--- src/rtl/core/rcm_pkg.sv ---
// Shared types, widths and constants for the RAID-Z column mapper.
package rcm_pkg;

   localparam int OFFSET_W     = 60;
   localparam int SIZE_W       = 25;
   localparam int DEV_OFFSET_W = 61;
   localparam int COL_W        = 4;
   localparam int SHIFT_W      = 5;
   localparam int TCOL_W       = 5;
   localparam int PAR_W        = 2;
   localparam int LABEL_W      = 32;
   localparam int CSR_INDEX_W  = 2;
   localparam int REM_W        = 4;
   localparam int MAX_COLUMNS  = 16;
   localparam int SWAP_BIT     = 20;
   localparam int DIV_STEPS    = OFFSET_W;
   localparam int CNT_W        = $clog2(DIV_STEPS);
   localparam int SZ_FULL_W    = SIZE_W + 1 + (1 << SHIFT_W) - 1;

   localparam logic [SHIFT_W-1:0] SECTOR_SHIFT_RESET   = SHIFT_W'(12);
   localparam logic [TCOL_W-1:0]  TOTAL_COLUMNS_RESET  = TCOL_W'(4);
   localparam logic [PAR_W-1:0]   PARITY_COLUMNS_RESET = PAR_W'(1);
   localparam logic [LABEL_W-1:0] LABEL_OFFSET_RESET   = LABEL_W'(4194304);

   typedef enum logic [CSR_INDEX_W-1:0] {
      CSR_SECTOR_SHIFT   = 2'd0,
      CSR_TOTAL_COLUMNS  = 2'd1,
      CSR_PARITY_COLUMNS = 2'd2,
      CSR_LABEL_OFFSET   = 2'd3
   } csr_index_type;

   typedef enum logic [2:0] {
      ST_IDLE,
      ST_DIVIDE,
      ST_PREP1,
      ST_PREP2,
      ST_PREP3,
      ST_EMIT
   } state_type;

   typedef struct packed {
      logic [SHIFT_W-1:0] sh;
      logic [TCOL_W-1:0]  tcols;
      logic [PAR_W-1:0]   np;
      logic [LABEL_W-1:0] label;
   } cfg_type;

   typedef struct packed {
      logic load;
      logic step1;
      logic step2;
      logic prep1;
      logic prep2;
      logic prep3;
      logic emit;
   } cmd_type;

   typedef struct packed {
      logic geom_ok;
      logic none;
      logic last;
      logic out_free;
   } status_type;

endpackage

--- src/rtl/core/raidz_column_map.sv ---
// Top level of the RAID-Z column mapper: register file, sequencer and datapath.
// A request word is taken only in idle; the sequencer then runs the 60-step
// bit-serial division of the sector number, three prepare states, and emits one
// word per data column, stalling on a full output word; bad geometry is dropped.
// Reset (synchronous, active high): registers return to their defaults,
// the output word register empties and the sequencer returns to idle.
module raidz_column_map (
   input  logic                                clock,
   input  logic                                reset,
   input  logic                                req_valid,
   output logic                                req_ready,
   input  logic [rcm_pkg::OFFSET_W-1:0]        req_block_offset,
   input  logic [rcm_pkg::SIZE_W-1:0]          req_block_size,
   input  logic [rcm_pkg::SIZE_W-1:0]          req_actual_bytes,
   output logic                                rsp_valid,
   input  logic                                rsp_ready,
   output logic [rcm_pkg::COL_W-1:0]           rsp_column_number,
   output logic [rcm_pkg::COL_W-1:0]           rsp_device_index,
   output logic [rcm_pkg::DEV_OFFSET_W-1:0]    rsp_device_byte_offset,
   output logic [rcm_pkg::SIZE_W-1:0]          rsp_column_bytes,
   output logic                                rsp_last_column,
   input  logic                                csr_valid,
   output logic                                csr_ready,
   input  logic [rcm_pkg::CSR_INDEX_W-1:0]     csr_index,
   input  logic [rcm_pkg::LABEL_W-1:0]         csr_data
);

   rcm_pkg::cfg_type     cfg_ff, cfg_in;
   rcm_pkg::cmd_type     cmd;
   rcm_pkg::status_type  status;

   assign csr_ready = 1'b1;

   always_comb begin
      cfg_in = cfg_ff;
      if (csr_valid) begin
         case (rcm_pkg::csr_index_type'(csr_index))
            rcm_pkg::CSR_SECTOR_SHIFT:   cfg_in.sh    = csr_data[rcm_pkg::SHIFT_W-1:0];
            rcm_pkg::CSR_TOTAL_COLUMNS:  cfg_in.tcols = csr_data[rcm_pkg::TCOL_W-1:0];
            rcm_pkg::CSR_PARITY_COLUMNS: cfg_in.np    = csr_data[rcm_pkg::PAR_W-1:0];
            rcm_pkg::CSR_LABEL_OFFSET:   cfg_in.label = csr_data;
            default: cfg_in = cfg_ff;
         endcase
      end
   end

   always_ff @(posedge clock) begin
      if (reset) begin
         cfg_ff.sh    <= rcm_pkg::SECTOR_SHIFT_RESET;
         cfg_ff.tcols <= rcm_pkg::TOTAL_COLUMNS_RESET;
         cfg_ff.np    <= rcm_pkg::PARITY_COLUMNS_RESET;
         cfg_ff.label <= rcm_pkg::LABEL_OFFSET_RESET;
      end else begin
         cfg_ff <= cfg_in;
      end
   end

   rcm_ctrl u_ctrl (
      .clock     (clock),
      .reset     (reset),
      .req_valid (req_valid),
      .req_ready (req_ready),
      .status    (status),
      .cmd       (cmd)
   );

   rcm_datapath u_datapath (
      .clock                  (clock),
      .reset                  (reset),
      .cfg                    (cfg_ff),
      .cmd                    (cmd),
      .status                 (status),
      .req_block_offset       (req_block_offset),
      .req_block_size         (req_block_size),
      .req_actual_bytes       (req_actual_bytes),
      .rsp_valid              (rsp_valid),
      .rsp_ready              (rsp_ready),
      .rsp_column_number      (rsp_column_number),
      .rsp_device_index       (rsp_device_index),
      .rsp_device_byte_offset (rsp_device_byte_offset),
      .rsp_column_bytes       (rsp_column_bytes),
      .rsp_last_column        (rsp_last_column)
   );

endmodule

--- src/rtl/core/rcm_ctrl.sv ---
// Sequencer for the column mapper: divide, prepare, then emit one column per word.
module rcm_ctrl (
   input  logic                  clock,
   input  logic                  reset,
   input  logic                  req_valid,
   output logic                  req_ready,
   input  rcm_pkg::status_type   status,
   output rcm_pkg::cmd_type      cmd
);

   rcm_pkg::state_type           state_ff, state_in;
   logic [rcm_pkg::CNT_W-1:0]    cnt_ff, cnt_in;

   always_ff @(posedge clock) begin
      if (reset) begin
         state_ff <= rcm_pkg::ST_IDLE;
         cnt_ff   <= '0;
      end else begin
         state_ff <= state_in;
         cnt_ff   <= cnt_in;
      end
   end

   always_comb begin
      state_in  = state_ff;
      cnt_in    = cnt_ff;
      cmd       = '0;
      req_ready = 1'b0;
      case (state_ff)
         rcm_pkg::ST_IDLE: begin
            req_ready = 1'b1;
            cnt_in    = '0;
            if (req_valid) begin
               cmd.load = 1'b1;
               if (status.geom_ok) begin
                  state_in = rcm_pkg::ST_DIVIDE;
               end
            end
         end
         rcm_pkg::ST_DIVIDE: begin
            cmd.step1 = 1'b1;
            cmd.step2 = (cnt_ff < rcm_pkg::CNT_W'(rcm_pkg::SIZE_W));
            cnt_in    = cnt_ff + 1'b1;
            if (cnt_ff == rcm_pkg::CNT_W'(rcm_pkg::DIV_STEPS - 1)) begin
               state_in = rcm_pkg::ST_PREP1;
            end
         end
         rcm_pkg::ST_PREP1: begin
            cmd.prep1 = 1'b1;
            state_in  = rcm_pkg::ST_PREP2;
         end
         rcm_pkg::ST_PREP2: begin
            cmd.prep2 = 1'b1;
            state_in  = rcm_pkg::ST_PREP3;
         end
         rcm_pkg::ST_PREP3: begin
            cmd.prep3 = 1'b1;
            state_in  = status.none ? rcm_pkg::ST_IDLE : rcm_pkg::ST_EMIT;
         end
         rcm_pkg::ST_EMIT: begin
            if (status.out_free) begin
               cmd.emit = 1'b1;
               if (status.last) begin
                  state_in = rcm_pkg::ST_IDLE;
               end
            end
         end
         default: begin
            state_in = rcm_pkg::ST_IDLE;
         end
      endcase
   end

endmodule

--- src/rtl/core/rcm_datapath.sv ---
// Datapath: serial dividers, column geometry, offsets and the output word register.
module rcm_datapath (
   input  logic                              clock,
   input  logic                              reset,
   input  rcm_pkg::cfg_type                  cfg,
   input  rcm_pkg::cmd_type                  cmd,
   output rcm_pkg::status_type               status,
   input  logic [rcm_pkg::OFFSET_W-1:0]      req_block_offset,
   input  logic [rcm_pkg::SIZE_W-1:0]        req_block_size,
   input  logic [rcm_pkg::SIZE_W-1:0]        req_actual_bytes,
   output logic                              rsp_valid,
   input  logic                              rsp_ready,
   output logic [rcm_pkg::COL_W-1:0]         rsp_column_number,
   output logic [rcm_pkg::COL_W-1:0]         rsp_device_index,
   output logic [rcm_pkg::DEV_OFFSET_W-1:0]  rsp_device_byte_offset,
   output logic [rcm_pkg::SIZE_W-1:0]        rsp_column_bytes,
   output logic                              rsp_last_column
);

   localparam int OW = rcm_pkg::OFFSET_W;
   localparam int SW = rcm_pkg::SIZE_W;
   localparam int DW = rcm_pkg::DEV_OFFSET_W;
   localparam int TW = rcm_pkg::TCOL_W;
   localparam int RW = rcm_pkg::REM_W;
   localparam int FW = rcm_pkg::SZ_FULL_W;

   function automatic logic [SW-1:0] sat_size(input logic [FW-1:0] v);
      logic [SW-1:0] r;
      r = (|v[FW-1:SW]) ? {SW{1'b1}} : v[SW-1:0];
      return r;
   endfunction

   // working registers
   logic [OW-1:0] dvd1_ff, dvd1_in;
   logic [RW-1:0] rem1_ff, rem1_in;
   logic [SW-1:0] dvd2_ff, dvd2_in;
   logic [RW-1:0] rem2_ff, rem2_in;
   logic [SW-1:0] actual_ff, actual_in;
   logic          swap_ff, swap_in;
   logic [TW-1:0] bc_ff, bc_in;
   logic [TW-1:0] acols_ff, acols_in;
   logic [TW-1:0] cur_ff, cur_in;
   logic [DW-1:0] o_ff, o_in;
   logic [DW-1:0] step_ff, step_in;
   logic [DW-1:0] offa_ff, offa_in;
   logic [DW-1:0] offb_ff, offb_in;
   logic [SW-1:0] szhi_ff, szhi_in;
   logic [SW-1:0] szlo_ff, szlo_in;

   // output word
   logic                         rsp_valid_ff, rsp_valid_in;
   logic [rcm_pkg::COL_W-1:0]    colnum_ff, colnum_in;
   logic [rcm_pkg::COL_W-1:0]    dev_ff, dev_in;
   logic [DW-1:0]                doff_ff, doff_in;
   logic [SW-1:0]                bytes_ff, bytes_in;
   logic                         last_ff, last_in;

   // combinational helpers
   logic [TW-1:0] d1, d2;
   logic [TW-1:0] t1, t2, t1_sub, t2_sub;
   logic          ge1, ge2;
   logic [TW-1:0] np_ext;
   logic [TW-1:0] eidx, colsum, colv;
   logic          wrap;
   logic [SW-1:0] size_sel, take;
   logic          is_last;
   logic [FW-1:0] hi_full, lo_full;

   assign np_ext = TW'(cfg.np);
   assign d1     = cfg.tcols;
   assign d2     = cfg.tcols - np_ext;

   assign t1     = {rem1_ff, dvd1_ff[OW-1]};
   assign t1_sub = t1 - d1;
   assign ge1    = (t1 >= d1);
   assign t2     = {rem2_ff, dvd2_ff[SW-1]};
   assign t2_sub = t2 - d2;
   assign ge2    = (t2 >= d2);

   assign hi_full = FW'({1'b0, dvd2_ff} + (SW+1)'(1)) << cfg.sh;
   assign lo_full = FW'(dvd2_ff) << cfg.sh;

   assign eidx     = (swap_ff && cur_ff == TW'(1)) ? '0 : cur_ff;
   assign colsum   = TW'(rem1_ff) + eidx;
   assign wrap     = (colsum >= cfg.tcols);
   assign colv     = wrap ? (colsum - cfg.tcols) : colsum;
   assign size_sel = (cur_ff < bc_ff) ? szhi_ff : szlo_ff;
   assign take     = (actual_ff < size_sel) ? actual_ff : size_sel;
   assign is_last  = ((cur_ff + 1'b1) == acols_ff);

   assign status.geom_ok  = (cfg.tcols >= TW'(2)) &&
                            (cfg.tcols <= TW'(rcm_pkg::MAX_COLUMNS)) &&
                            (cfg.np != '0) && (np_ext < cfg.tcols);
   assign status.none     = (acols_ff <= np_ext);
   assign status.last     = is_last;
   assign status.out_free = !rsp_valid_ff || rsp_ready;

   always_comb begin
      dvd1_in   = dvd1_ff;
      rem1_in   = rem1_ff;
      dvd2_in   = dvd2_ff;
      rem2_in   = rem2_ff;
      actual_in = actual_ff;
      swap_in   = swap_ff;
      bc_in     = bc_ff;
      acols_in  = acols_ff;
      cur_in    = cur_ff;
      o_in      = o_ff;
      step_in   = step_ff;
      offa_in   = offa_ff;
      offb_in   = offb_ff;
      szhi_in   = szhi_ff;
      szlo_in   = szlo_ff;
      colnum_in = colnum_ff;
      dev_in    = dev_ff;
      doff_in   = doff_ff;
      bytes_in  = bytes_ff;
      last_in   = last_ff;

      if (cmd.load) begin
         dvd1_in   = req_block_offset >> cfg.sh;
         dvd2_in   = req_block_size >> cfg.sh;
         rem1_in   = '0;
         rem2_in   = '0;
         actual_in = req_actual_bytes;
         swap_in   = (cfg.np == rcm_pkg::PAR_W'(1)) && req_block_offset[rcm_pkg::SWAP_BIT];
      end

      // restoring division, one quotient bit per step
      if (cmd.step1) begin
         rem1_in = ge1 ? t1_sub[RW-1:0] : t1[RW-1:0];
         dvd1_in = {dvd1_ff[OW-2:0], ge1};
      end
      if (cmd.step2) begin
         rem2_in = ge2 ? t2_sub[RW-1:0] : t2[RW-1:0];
         dvd2_in = {dvd2_ff[SW-2:0], ge2};
      end

      if (cmd.prep1) begin
         bc_in    = (rem2_ff == '0) ? '0 : (TW'(rem2_ff) + np_ext);
         acols_in = (dvd2_ff == '0) ? ((rem2_ff == '0) ? '0 : (TW'(rem2_ff) + np_ext))
                                    : cfg.tcols;
         o_in     = DW'(dvd1_ff) << cfg.sh;
         step_in  = DW'(1) << cfg.sh;
         szhi_in  = sat_size(hi_full);
         szlo_in  = sat_size(lo_full);
         cur_in   = np_ext;
      end
      if (cmd.prep2) begin
         offa_in = o_ff + DW'(cfg.label);
      end
      if (cmd.prep3) begin
         offb_in = offa_ff + step_ff;
      end

      if (cmd.emit) begin
         colnum_in = cur_ff[rcm_pkg::COL_W-1:0];
         dev_in    = colv[rcm_pkg::COL_W-1:0];
         doff_in   = wrap ? offb_ff : offa_ff;
         bytes_in  = take;
         last_in   = is_last;
         actual_in = actual_ff - take;
         cur_in    = cur_ff + 1'b1;
      end
   end

   always_comb begin
      if (cmd.emit) begin
         rsp_valid_in = 1'b1;
      end else if (rsp_ready) begin
         rsp_valid_in = 1'b0;
      end else begin
         rsp_valid_in = rsp_valid_ff;
      end
   end

   always_ff @(posedge clock) begin
      if (reset) begin
         rsp_valid_ff <= 1'b0;
      end else begin
         rsp_valid_ff <= rsp_valid_in;
      end
   end

   always_ff @(posedge clock) begin
      dvd1_ff   <= dvd1_in;
      rem1_ff   <= rem1_in;
      dvd2_ff   <= dvd2_in;
      rem2_ff   <= rem2_in;
      actual_ff <= actual_in;
      swap_ff   <= swap_in;
      bc_ff     <= bc_in;
      acols_ff  <= acols_in;
      cur_ff    <= cur_in;
      o_ff      <= o_in;
      step_ff   <= step_in;
      offa_ff   <= offa_in;
      offb_ff   <= offb_in;
      szhi_ff   <= szhi_in;
      szlo_ff   <= szlo_in;
      colnum_ff <= colnum_in;
      dev_ff    <= dev_in;
      doff_ff   <= doff_in;
      bytes_ff  <= bytes_in;
      last_ff   <= last_in;
   end

   assign rsp_valid              = rsp_valid_ff;
   assign rsp_column_number      = colnum_ff;
   assign rsp_device_index       = dev_ff;
   assign rsp_device_byte_offset = doff_ff;
   assign rsp_column_bytes       = bytes_ff;
   assign rsp_last_column        = last_ff;

   // a new word never overwrites one still waiting
   a_emit_free: assert property (@(posedge clock) disable iff (reset)
      cmd.emit |-> (!rsp_valid_ff || rsp_ready))
      else $error("column word emitted over a pending word");

   // remaining real bytes only shrink while columns go out
   a_actual_mono: assert property (@(posedge clock) disable iff (reset)
      cmd.emit |=> (actual_ff <= $past(actual_ff)))
      else $error("remaining bytes grew during emit");

   // the final column carries the last flag into the output word
   a_last_flag: assert property (@(posedge clock) disable iff (reset)
      (cmd.emit && is_last) |=> (rsp_valid_ff && rsp_last_column))
      else $error("last column word lost its flag");

endmodule

--- config.mk ---
export PLATFORM = sky130hd
export DESIGN_NAME = raidz_column_map
export DESIGN_NICKNAME = d
export VERILOG_FILES = /design/src/rtl/core/rcm_pkg.sv /design/src/rtl/core/raidz_column_map.sv /design/src/rtl/core/rcm_ctrl.sv /design/src/rtl/core/rcm_datapath.sv
export SDC_FILE = /design/constraint.sdc
export NUM_CORES = 2
export LEC_CHECK = 0
export BUFFER_PORTS_ARGS = -buffer_cell sky130_fd_sc_hd__buf_2
export CORE_MARGIN = 2
export CORE_UTILIZATION = 58
export CTS_CLUSTER_SIZE = 30
export DETAILED_ROUTE_END_ITERATION = 7
export PLACE_DENSITY_LB_ADDON = 0.08
export SLEW_MARGIN = 10
export SYNTH_ARGS = -nofsm -noshare
export SYNTH_HDL_FRONTEND = slang
export SYNTH_SLANG_ARGS = --single-unit
--- constraint.sdc ---
create_clock -name clock -period 10.5 [get_ports clock]
set_input_delay 0 -clock clock [delete_from_list [all_inputs] [get_ports clock]]
set_output_delay 0 -clock clock [all_outputs]
set_load 0.03 [all_outputs]
==> flow_summary.json <==
{
  "avgRoutedWirePerCell_microns": 22.1,
  "antenna_found_initial": 4,
  "whs_path_depth": 5,
  "area_growth_pct": 11.9,
  "dp_hpwl_mm": 81.7,
  "reg2reg_from": "u_datapath.cur_ff[2]",
  "synthArstFlopShare": 0,
  "comb_power_share": 0.318,
  "p_int_mw": 4.78,
  "cts_resized": 0,
  "h-tree-depth": 2,
  "hold_viol": 0,
  "grt_usage": 0.319,
  "grt_pass1_wl_mm": 168,
  "critical_path_arrival_ns": 8.28,
  "worstSetupStartpointType": "flip-flop",
  "antenna_left": 0,
  "required_ns": 10.99,
  "status": "completed",
  "boundaryPins": 247,
  "overflow": 0,
  "dr.first_iter.drc_count": 3619,
  "root_buffer": "clkbuf_16",
  "p_per_area_nw_per_um2": 171,
  "wl_mm": 111,
  "slew_viol_final": 0,
  "crit_type": "reg -> reg",
  "cts_sinks": 548,
  "core-area_sq_um": 65600,
  "max_freq_mhz": 128,
  "fin_crit_sh": 0.742,
  "grt_pass1_vias": 28800,
  "clock_path_buffers": 3,
  "ys_ff_latch": 548,
  "first_pass_iters": 6,
  "start_util": 0.585,
  "cts_tree": "yes",
  "synth-edff-count": 494,
  "pwr-share-clk": 0.281,
  "period_needed_ns": 7.79,
  "slew-limit-headroom": 0.218,
  "die_w_microns": 261,
  "fin_skew_ns": 0.0452,
  "port_buffers": 245,
  "crit_path_end": "u_datapath.actual_ff[23]",
  "die-height_microns": 261,
  "final_layout_size_suffix_gt1_frac": 0.161,
  "hold_slack_ns": 0.0498,
  "p_seq_frac": 0.401,
  "clkLatencyLatePin_ns": 0.66,
  "r2r_slack_ns": 2.71,
  "reg2reg_depth": 25,
  "swShare": 0.348,
  "synth_nets": 4195,
  "maxCapViolCount": 0,
  "place_congestion": 0.944,
  "tightestPinTransition_ns": 1.16,
  "startpoint": "u_datapath.cur_ff[2]",
  "num_rows": 94,
  "ys_types": 101,
  "synth_ff_type": "edfxtp_1",
  "avgViaCountPerCell": 6.31,
  "final_common_cell": "nand2_1",
  "min_path_type": "in -> reg",
  "reg2reg_to": "u_datapath.actual_ff[23]",
  "drc": 0,
  "num_vias": 31600,
  "cts_made_buffers": 56,
  "ys_seq_area_frac": 0.414,
  "post_cts_buffers": 0,
  "nets": 4386,
  "grt_start_max_net_pins": 81,
  "setup_violations": 0,
  "rsz0062_at_grt": "false",
  "clkTransAtPathRegs_ns": 0.07,
  "yosysWarnings": 0,
  "most-common-layout-cells": "nand2_1, edfxtp_1, nor2_1",
  "vdd_ir_drop_max_mv": 0.159,
  "synth_cells": 3908,
  "syn_area_sq_um": 38400,
  "avgSynthCellArea_sq_um": 9.83,
  "critPathCaptureType": "flip-flop",
  "finalSetupTns_ns": 0,
  "cp_max_fo": 11,
  "p_leak_nw": 15.9,
  "dieArea_sq_um": 68300,
  "p_sw_mw": 2.55
}
-- worst max-delay path, stage by stage (launching register included) --
cell       delay (ns)
edfxtp_1         0.50
ha_1             0.37
nand2_1          0.13
o21a_1           0.36
o21ai_4          0.36
mux2i_1          0.94
ha_1             0.41
a21o_1           0.18
a21o_1           0.18
a211oi_1         0.26
o31ai_1          0.15
a31oi_1          0.15
o21ai_1          0.28
or2_2            0.43
nand2_1          0.07
o21ai_0          0.11
ha_1             0.33
a21oi_1          0.11
maj3_1           0.41
maj3_1           0.41
a2111oi_2        0.36
o22ai_1          0.16
a21oi_1          0.23
o21ai_1          0.17
or4_1            0.49
nand3_1          0.09
-- what timing repair did --
item	4_1_cts	5_1_grt
hold buffers	99	0
hold endpoints to repair	88	0
endpoints found under the setup margin	0	0
-- power by group through the flow --
stage / logic [mW] / clock network, mW / registers, mW
2_1_floorplan: 1.75 / 0 / 2.83
3_3_place_gp: 2.24 / 0 / 2.97
3_5_place_dp: 2.26 / 0 / 2.98
4_1_cts: 2.29 / 2.08 / 2.93
5_1_grt: 2.54 / 2.16 / 2.97
6_report: 2.33 / 2.06 / 2.94
-- worst min-delay path by stage --
stage | slack [ns] | startpoint | endpoint
CTS | 0.02 | req_block_size[22] | u_datapath.dvd2_ff[22]
finish | 0.05 | req_block_offset[56] | u_datapath.dvd1_ff[56]
global route | 0.12 | req_block_size[22] | u_datapath.dvd2_ff[21]
global placement | 0.22 | csr_data[22] | cfg_ff[22]
floorplan | 0.12 | csr_data[2] | cfg_ff[41]
detailed placement | 0.22 | csr_data[22] | cfg_ff[22]
-- through the flow --
step / total power, mW / util / std cells / instance area, sq um / worst slack (ns)
finish: 7.33 / 0.655 / 5011 / 43000 / 2.71
global route: 7.67 / 0.655 / 5010 / 43000 / 2.11
CTS: 7.30 / 0.655 / 5008 / 43000 / 2.81
detailed placement: 5.23 / 0.611 / 4806 / 40100 / 2.83
global placement: 5.21 / 0.611 / 4806 / 40100 / 2.98
floorplan: 4.58 / - / 3908 / 38400 / 2.99
-- routing by layer --
| metal | track usage | part of all wire | vias up |
|---|---|---|---|
| met5 | 0.00625 | 0.00088 | - |
| met4 | 0.111 | 0.036 | 8 |
| met3 | 0.0590 | 0.088 | 190 |
| met2 | 0.460 | 0.42 | 1404 |
| met1 | 0.482 | 0.45 | 15100 |
| li1 | - | - | 14900 |
-- cells in the mapped netlist (62+ instances only) --
| cell type | number | area, sq um |
|---|---|---|
| a21oi_1 | 261 | 1310 |
| clkbuf_1 | 167 | 627 |
| edfxtp_1 | 494 | 14800 |
| ha_1 | 129 | 1610 |
| inv_1 | 100 | 375 |
| mux2_2 | 115 | 1290 |
| mux2i_1 | 196 | 1960 |
| mux4_2 | 112 | 2520 |
| nand2_1 | 624 | 2340 |
| nand3_1 | 67 | 335 |
| nor2_1 | 314 | 1180 |
| nor3_1 | 69 | 345 |
| o21ai_0 | 222 | 1110 |
| xnor2_1 | 104 | 911 |
| xor2_1 | 62 | 543 |
-- state kept, by name, summed over array words and instances, names as in the netlist, 32 cells and up --
register,count
u_datapath.offb_ff,61
u_datapath.o_ff,61
u_datapath.step_ff,32
cfg_ff,44
u_datapath.rsp_device_byte_offset,61
u_datapath.dvd1_ff,60
u_datapath.offa_ff,61
-- kinds of logic after synthesis --
| group | Yosys count | share of synthesized area |
|---|---|---|
| AND/OR/NAND/NOR | 1329 | 0.155 |
| AO/OA/AOI/OAI | 932 | 0.156 |
| flip-flops | 548 | 0.414 |
| multiplexers | 424 | 0.151 |
| buffers and inverters | 361 | 0.0373 |
| XOR/XNOR | 166 | 0.0379 |
| adder cells (fa/ha/maj) | 147 | 0.0491 |
| other | 1 | 0.0000976 |
-- area by class of cell --
class                      instances  area (sq um)
timing repair buffer             391          2570
antenna                            3          7.51
tap                              864          1080
clock buffer                      71          1500
clock inverter                    32           398
fill                            5390         22700
multi-input combinational       2999         21100
sequential                       548         15900
inverter                         103           399
Power figures use the tool's default switching activity.
